File: config.mk
export PLATFORM = sky130hd
export DESIGN_NAME = ptob_ctrl
export DESIGN_NICKNAME = d
export VERILOG_FILES = /design/src/hdl/ptob_pkg.sv /design/src/hdl/ptob_ctrl.sv
export SDC_FILE = /design/constraint.sdc
export NUM_CORES = 1
export LEC_CHECK = 0
export BUFFER_PORTS_ARGS = -buffer_cell sky130_fd_sc_hd__buf_2
export CAP_MARGIN = 0
export CORE_AREA = 2 2 39 41
export CTS_CLUSTER_DIAMETER = 120
export CTS_CLUSTER_SIZE = 30
export DETAILED_ROUTE_END_ITERATION = 10
export DIE_AREA = 0 0 41 43
export GPL_ROUTABILITY_DRIVEN = 0
export GPL_TIMING_DRIVEN = 1
export PLACE_DENSITY = 0.6
export SYNTH_ARGS = -nofsm -noshare
export SYNTH_HDL_FRONTEND = slang
export SYNTH_SLANG_ARGS = --single-unit
File: constraint.sdc
create_clock -name clk -period 2 [get_ports clk]
set_input_delay 0.2 -clock clk [delete_from_list [all_inputs] [get_ports clk]]
set_output_delay 0.2 -clock clk [all_outputs]
set_load 0.01 [all_outputs]
File: src/hdl/ptob_pkg.sv
package ptob_pkg;

  localparam int BOOK_DEPTH  = 32;
  localparam int MAX_RESULTS = 32;
  localparam int IW = $clog2(BOOK_DEPTH);
  localparam int CW = $clog2(MAX_RESULTS);

  localparam logic [1:0] ACT_ADD    = 2'd0;
  localparam logic [1:0] ACT_MATCH  = 2'd1;
  localparam logic [1:0] ACT_CANCEL = 2'd2;
  localparam logic [1:0] ACT_NONE   = 2'd3;

  localparam logic [2:0] ST_ADDED   = 3'd0;
  localparam logic [2:0] ST_FULL    = 3'd1;
  localparam logic [2:0] ST_FILL    = 3'd2;
  localparam logic [2:0] ST_NOFILL  = 3'd3;
  localparam logic [2:0] ST_CXL_OK  = 3'd4;
  localparam logic [2:0] ST_CXL_REJ = 3'd5;

  typedef struct packed {
    logic load;
    logic scan;
    logic add;
    logic fill;
    logic finish_match;
    logic finish_cancel;
  } cmd_t;

  typedef struct packed {
    logic scan_last;
    logic found;
    logic left_zero;
    logic fill_final;
    logic is_match;
  } stat_t;

endpackage

File: src/hdl/ptob_ctrl.sv
module ptob_ctrl (
  input  logic               clk,
  input  logic               rst,
  input  logic               start,
  input  logic [1:0]         action,
  input  ptob_pkg::stat_t    st,
  output ptob_pkg::cmd_t     cmd,
  output logic               busy
);

  typedef enum logic [5:0] {
    S_IDLE   = 6'b000001,
    S_ADD    = 6'b000010,
    S_SCAN   = 6'b000100,
    S_TAIL   = 6'b001000,
    S_DECIDE = 6'b010000,
    S_FILL   = 6'b100000
  } state_t;

  state_t state, state_next;
  logic   accept;

  assign busy   = (state != S_IDLE);
  assign accept = start && !busy;

  always_ff @(posedge clk) begin
    if (rst) begin
      state <= S_IDLE;
    end else begin
      state <= state_next;
    end
  end

  always_comb begin
    state_next = state;
    cmd        = '0;
    case (state)
      S_IDLE: begin
        if (accept) begin
          cmd.load = 1'b1;
          case (action)
            ptob_pkg::ACT_ADD:    state_next = S_ADD;
            ptob_pkg::ACT_MATCH:  state_next = S_SCAN;
            ptob_pkg::ACT_CANCEL: state_next = S_SCAN;
            default:              state_next = S_IDLE;
          endcase
        end
      end
      S_ADD: begin
        cmd.add    = 1'b1;
        state_next = S_IDLE;
      end
      S_SCAN: begin
        cmd.scan = 1'b1;
        if (st.scan_last) begin
          state_next = S_TAIL;
        end
      end
      S_TAIL: begin
        state_next = S_DECIDE;
      end
      S_DECIDE: begin
        if (st.is_match) begin
          if (st.found && !st.left_zero) begin
            state_next = S_FILL;
          end else begin
            cmd.finish_match = 1'b1;
            state_next       = S_IDLE;
          end
        end else begin
          cmd.finish_cancel = 1'b1;
          state_next        = S_IDLE;
        end
      end
      S_FILL: begin
        cmd.fill = 1'b1;
        // after the final fill skip the scan and release the held fill as last
        state_next = st.fill_final ? S_DECIDE : S_SCAN;
      end
      default: state_next = S_IDLE;
    endcase
  end

endmodule

==> results.sh, run 1 <==
export IMPL_cts_tree="done"
export IMPL_cts_root_buf="clkbuf_4"
export IMPL_synth_compound_area_frac=0.155
export IMPL_drv_slew=0
export IMPL_final_area_sq_um=559
export IMPL_power_density_nw_per_um2=718
export IMPL_synthXorXnorAreaFrac=0.0201
export IMPL_synth_area_per_cell_sq_um=8.54
export IMPL_setup_violations=0
export IMPL_final_hold_viol_count=0
export IMPL_dr_wl_met3_microns=40
export IMPL_start_util=0.315
export IMPL_synth_area_mux_share=0.0230
export IMPL_ctsHtreeMaxLevel=1
export IMPL_dp_hpwl_microns=750
export IMPL_placed_area_sq_um=517
export IMPL_regArea_sq_um=120
export IMPL_start_kind="flip-flop"
export IMPL_cp_slowest_cell="or4_4"
export IMPL_max_stage_delay_ns=0.57
export IMPL_syn_num_nets=63
export IMPL_wirelength_met1_microns=429
export IMPL_yosysSeqAreaShare=0.276
export IMPL_syn_inst=51
export IMPL_synth_area_top_cells="dfxtp_1 28%, ha_1 5.7%, and3_1 4.3%"
export IMPL_grt_pass1_wl_microns=1410
export IMPL_clock_latency_ns=0.25
export IMPL_rows=14
export IMPL_synth_top_area_frac=0.276
export IMPL_worst_ep_required_time_ns=1.80
export IMPL_io_pins=17
export IMPL_synth_top_family_by_area="simple AND/OR/NAND/NOR gates"
export IMPL_via_per_inst=4.87
export IMPL_crit_chain="or4_4, nor3b_4, inv_2, nor2_2, buf_2"
export IMPL_netlist_area_sq_um=435
export IMPL_finalSetupTns_ns=0
export IMPL_largestRegisters="state: 6 flops"
export IMPL_critical_path_class="reg -> out"
export IMPL_via_count=419
export IMPL_die_w_microns=41
export IMPL_fin_crit_ns=1.90
export IMPL_wl_met2_microns=432
export IMPL_firstDrtPassIters=4
export IMPL_path_max_fanout=5
export IMPL_grt_ovfl_total=0
export IMPL_drtAntennaViolNets=0
export IMPL_chipHeight_microns=43
export IMPL_numCtsBuffers=3
export IMPL_arrival_ns=1.70
export IMPL_grt_setup_unrepaired="false"
export IMPL_drt_iter0_markers=3
export IMPL_fin_skew_ns=0.00924
export IMPL_n_antenna_cell=0
export IMPL_layout_nets=84
export IMPL_max_cap_violations=0
export IMPL_highest_layer="met4"
export IMPL_dieArea_sq_um=1760
export IMPL_regMostFlops="state"
export IMPL_wl_microns=914
export IMPL_p_leak_nw=0.284
export IMPL_ys_warn_count=0
export IMPL_synthDistinctLibCells=31
export IMPL_worst_hold_slack_ns=0.189
export IMPL_antenna_found_initial=0
export IMPL_multiInputGateArea_sq_um=279
export IMPL_hold_class="in -> reg"
export IMPL_period_share=0.949
export IMPL_synthAdderAreaFrac=0.0575
export IMPL_io_buffers=16
export IMPL_tightest_slew_ns=0.501
export IMPL_slew_headroom=0.663
export IMPL_status="complete, no violations"
export IMPL_wl_per_cell_microns=10.6
export IMPL_clk_pin_slew_ns=0.05
export IMPL_core_area_sq_um=1380
export IMPL_cp_end_kind="output pin"
export IMPL_clk_path_buf_depth=2
export IMPL_layout_drive_gt1_share=0.400
export IMPL_grt_usage=0.124
export IMPL_drc=0
export IMPL_synthSimpleGateAreaFrac=0.374
export IMPL_cts_sinks=6
export IMPL_peakVddDrop_uv=314
export IMPL_grt_max_degree=10
export IMPL_worst_path_dominant_cell_family="simple AND/OR/NAND/NOR gates"
export IMPL_fmax_mhz=527
export IMPL_largest_reg_flops=6
export IMPL_num_fill_cells=153
export IMPL_crit_buf_inv=2
export IMPL_r2r_setup_slack_ns=0.21
export IMPL_ys_ff_latch=6
export IMPL_grt_pass1_vias=350
export IMPL_yosys_area_top_type="dfxtp_1"
export IMPL_fin_util=0.404
export IMPL_area_growth_pct=28.4
-- cells in the final DEF, fill, tap and decap left out, types with 2 or more instances in the layout --
cell type	Yosys	layout
nand2b_1	2	2
ha_1	2	2
dfxtp_1	6	6
and3_1	3	3
nand2_1	3	3
nor2_1	3	3
buf_4	1	2
nor2b_1	2	2
inv_1	5	5
buf_2	0	16
a22o_1	2	2
clkbuf_4	0	3
-- per-layer routing --
layer,track usage,up-vias
met5,0,-
li1,-,216
met1,0.160,189
met2,0.166,12
met3,0.0314,2
met4,0.100,0
-- cell usage after synthesis (all sizes together) --
library cell,instances
dfxtp,6
inv,6
nor2,4
and3,3
nand2,3
nor3b,3
a22o,2
buf,2
ha,2
nand2b,2
nor2b,2
a2111oi,1
a21o,1
a21oi,1
a221oi,1
and3b,1
mux2i,1
nor3,1
nor4,1
nor4bb,1
o211ai,1
o21a,1
o21ai,1
or2,1
or3b,1
or4,1
xnor2,1
-- layout make-up --
| class | count | area share |
|---|---|---|
| multi-input cells | 37 | 0.499 |
| flip-flops and latches | 6 | 0.215 |
| repair buffers | 18 | 0.170 |
| clock buffers | 3 | 0.0403 |
| inverters | 6 | 0.0403 |
| well taps | 16 | 0.0358 |
-- cells by family (layout without fill, tap and decap cells) --
group / after synthesis / after routing
AND/OR/NAND/NOR: 24 / 24
adder cells (fa/ha/maj): 2 / 2
flip-flops: 6 / 6
XOR/XNOR: 1 / 1
AO/OA/AOI/OAI: 9 / 9
buffers and inverters: 8 / 27
multiplexers: 1 / 1
-- metrics by stage --
| step | power, mW | worst slack (ns) | cells |
|---|---|---|---|
| floorplan | 0.236 | 0.354 | 51 |
| global placement | 0.272 | 0.291 | 81 |
| detailed placement | 0.273 | 0.282 | 81 |
| CTS | 0.385 | 0.0148 | 84 |
| global route | 0.426 | 0.000442 | 86 |
| finish | 0.402 | 0.101 | 86 |
-- report_power, final --
group | leakage (nW) | total (mW) | switching (mW) | internal [mW]
sequential | 0.0489 | 0.143 | 0.0144 | 0.129
combinational | 0.221 | 0.146 | 0.0653 | 0.0808
clock | 0.0138 | 0.112 | 0.0441 | 0.0679
total | 0.284 | 0.402 | 0.124 | 0.278
-- final timing paths --
check            from        to  depth (start not counted)
max          state[2]    cmd[5]                          5
min               rst  state[5]                          2
max reg2reg  state[2]  state[0]                          6
min reg2reg  state[2]  state[4]                          2
-- timing repair --
action | in CTS | in global routing
hold buffers | 0 | 0
endpoints found under the setup margin | 0 | 3
setup buffers | 0 | 2
resized for setup | 0 | 1
No activity file was read; power rests on OpenSTA's default activity.
==> inputs of run 2 (changes only) <==
--- a/config.mk
+++ b/config.mk
@@ -14,7 +14,7 @@
 export DIE_AREA = 0 0 41 43
 export GPL_ROUTABILITY_DRIVEN = 0
 export GPL_TIMING_DRIVEN = 1
-export PLACE_DENSITY = 0.6
+export PLACE_DENSITY = 0.65
 export SYNTH_ARGS = -nofsm -noshare
 export SYNTH_HDL_FRONTEND = slang
 export SYNTH_SLANG_ARGS = --single-unit
==> results.sh, run 2 (synthesis results as in run 1) <==
export IMPL_fin_crit_ns=1.91
export IMPL_p_leak_nw=0.279
export IMPL_clock_latency_ns=0.24
export IMPL_drc=0
export IMPL_dieArea_sq_um=1760
export IMPL_period_share=0.955
export IMPL_fin_skew_ns=0.000466
export IMPL_postCtsHoldBufs=0
export IMPL_fmax_mhz=524
export IMPL_worst_hold_slack_ns=0.191
export IMPL_largest_reg_flops=6
export IMPL_rows=14
export IMPL_critPathLaunch="state[5]"
export IMPL_chipHeight_microns=43
export IMPL_start_kind="flip-flop"
export IMPL_grt_setup_unrepaired="false"
export IMPL_layout_nets=83
export IMPL_pre_cts_slack_ns=0.246
export IMPL_n_antenna_cell=0
export IMPL_largestRegisters="state: 6 flops"
export IMPL_r2r_start="state[5]"
export IMPL_arrival_ns=1.71
export IMPL_grt_pass1_wl_microns=1510
export IMPL_status="complete, no violations"
export IMPL_grt_pass1_vias=390
export IMPL_cts_root_buf="clkbuf_4"
export IMPL_layout_setup_ws_ns=0.0908
export IMPL_power_total_mw=0.395
export IMPL_firstDrtPassIters=2
export IMPL_final_hold_viol_count=0
export IMPL_wl_per_cell_microns=11.1
export IMPL_worst_ep_required_time_ns=1.80
export IMPL_via_count=436
export IMPL_area_growth_pct=26.7
export IMPL_regMostFlops="state"
export IMPL_layout_drive_gt1_share=0.391
export IMPL_start_util=0.315
export IMPL_power_density_nw_per_um2=716
export IMPL_final_cell_mix="16 x buf_2, 6 x dfxtp_1, 5 x inv_1"
export IMPL_via_per_inst=5.13
export IMPL_dp_hpwl_microns=738
export IMPL_grt_max_degree=10
export IMPL_core_area_sq_um=1380
export IMPL_hold_class="in -> reg"
export IMPL_drt_iter0_markers=6
export IMPL_peakVddDrop_uv=431
export IMPL_clk_pin_slew_ns=0.05
export IMPL_io_pins=17
export IMPL_numCtsBuffers=3
export IMPL_grt_usage=0.129
export IMPL_die_w_microns=41
export IMPL_setup_violations=0
export IMPL_tightest_slew_ns=0.457
export IMPL_drv_slew=0
export IMPL_slew_headroom=0.688
export IMPL_final_cell_count_no_fill=85
export IMPL_cp_end_kind="output pin"
export IMPL_clk_path_buf_depth=2
export IMPL_io_buffers=16
export IMPL_dp_cells=81
export IMPL_grt_ovfl_total=0
export IMPL_critical_path_class="reg -> out"
export IMPL_max_cap_violations=0
export IMPL_path_max_fanout=9
export IMPL_antenna_found_initial=0
export IMPL_finalSetupTns_ns=0
export IMPL_hold_path_startpoint="rst"
export IMPL_cts_sinks=6
export IMPL_ctsHtreeMaxLevel=1
export IMPL_cts_tree="done"
export IMPL_wl_microns=946
export IMPL_final_common_cell="buf_2"
export IMPL_drtAntennaViolNets=0
-- run 2: changes by cell type in the layout (fill, tap and decap cells not counted) --
cell	change
buf_4	-1
-- run 2: worst paths after layout --
| path | to | slack, ns | depth (start not counted) |
|---|---|---|---|
| max | cmd[5] | 0.09 | 5 |
| max reg2reg | state[0] | 0.29 | 5 |
| min | state[5] | 0.19 | 2 |
| min reg2reg | state[4] | 0.62 | 2 |
-- run 2: repair_timing --
| item | CTS | global route |
|---|---|---|
| setup endpoints to repair | 1 | 1 |
| gates resized for setup | 1 | 0 |
| pin swaps | 0 | 1 |
| setup buffers | 0 | 1 |
-- run 2: per-stage QoR --
| stage | instance area, sq um | util |
|---|---|---|
| floorplan | 435 | - |
| global placement | 517 | 0.373 |
| detailed placement | 517 | 0.373 |
| CTS | 544 | 0.393 |
| global route | 552 | 0.399 |
| finish | 552 | 0.399 |
-- run 2: cell type report --
type	count	area [sq um]
timing repair buffer	17	87.6
fill	167	832
tap	16	20.0
sequential	6	120
clock buffer	3	22.5
inverter	6	22.5
multi-input combinational	37	279
-- run 2: per-layer routing --
layer  share of wire  up-vias  wire length (microns)  global-route usage
met3           0.048        4                     45              0.0314
met5               0        -                      0                   0
li1                -      217                      -                   -
met4           0.022        0                     21               0.100
met1            0.42      204                    398               0.136
met2            0.51       11                    480               0.203
-- run 2: worst max-delay path, stage by stage, from the launching register on --
cell     delay [ns]
dfxtp_1        0.38
or4_4          0.53
nor3b_4        0.27
inv_2          0.06
nor2_2         0.09
buf_2          0.13
-- run 2: power breakdown --
group | switching [mW] | internal, mW | total [mW]
Clock | 0.0456 | 0.0680 | 0.114
Sequential | 0.0144 | 0.129 | 0.144
Combinational | 0.0649 | 0.0733 | 0.138
Total | 0.125 | 0.270 | 0.395
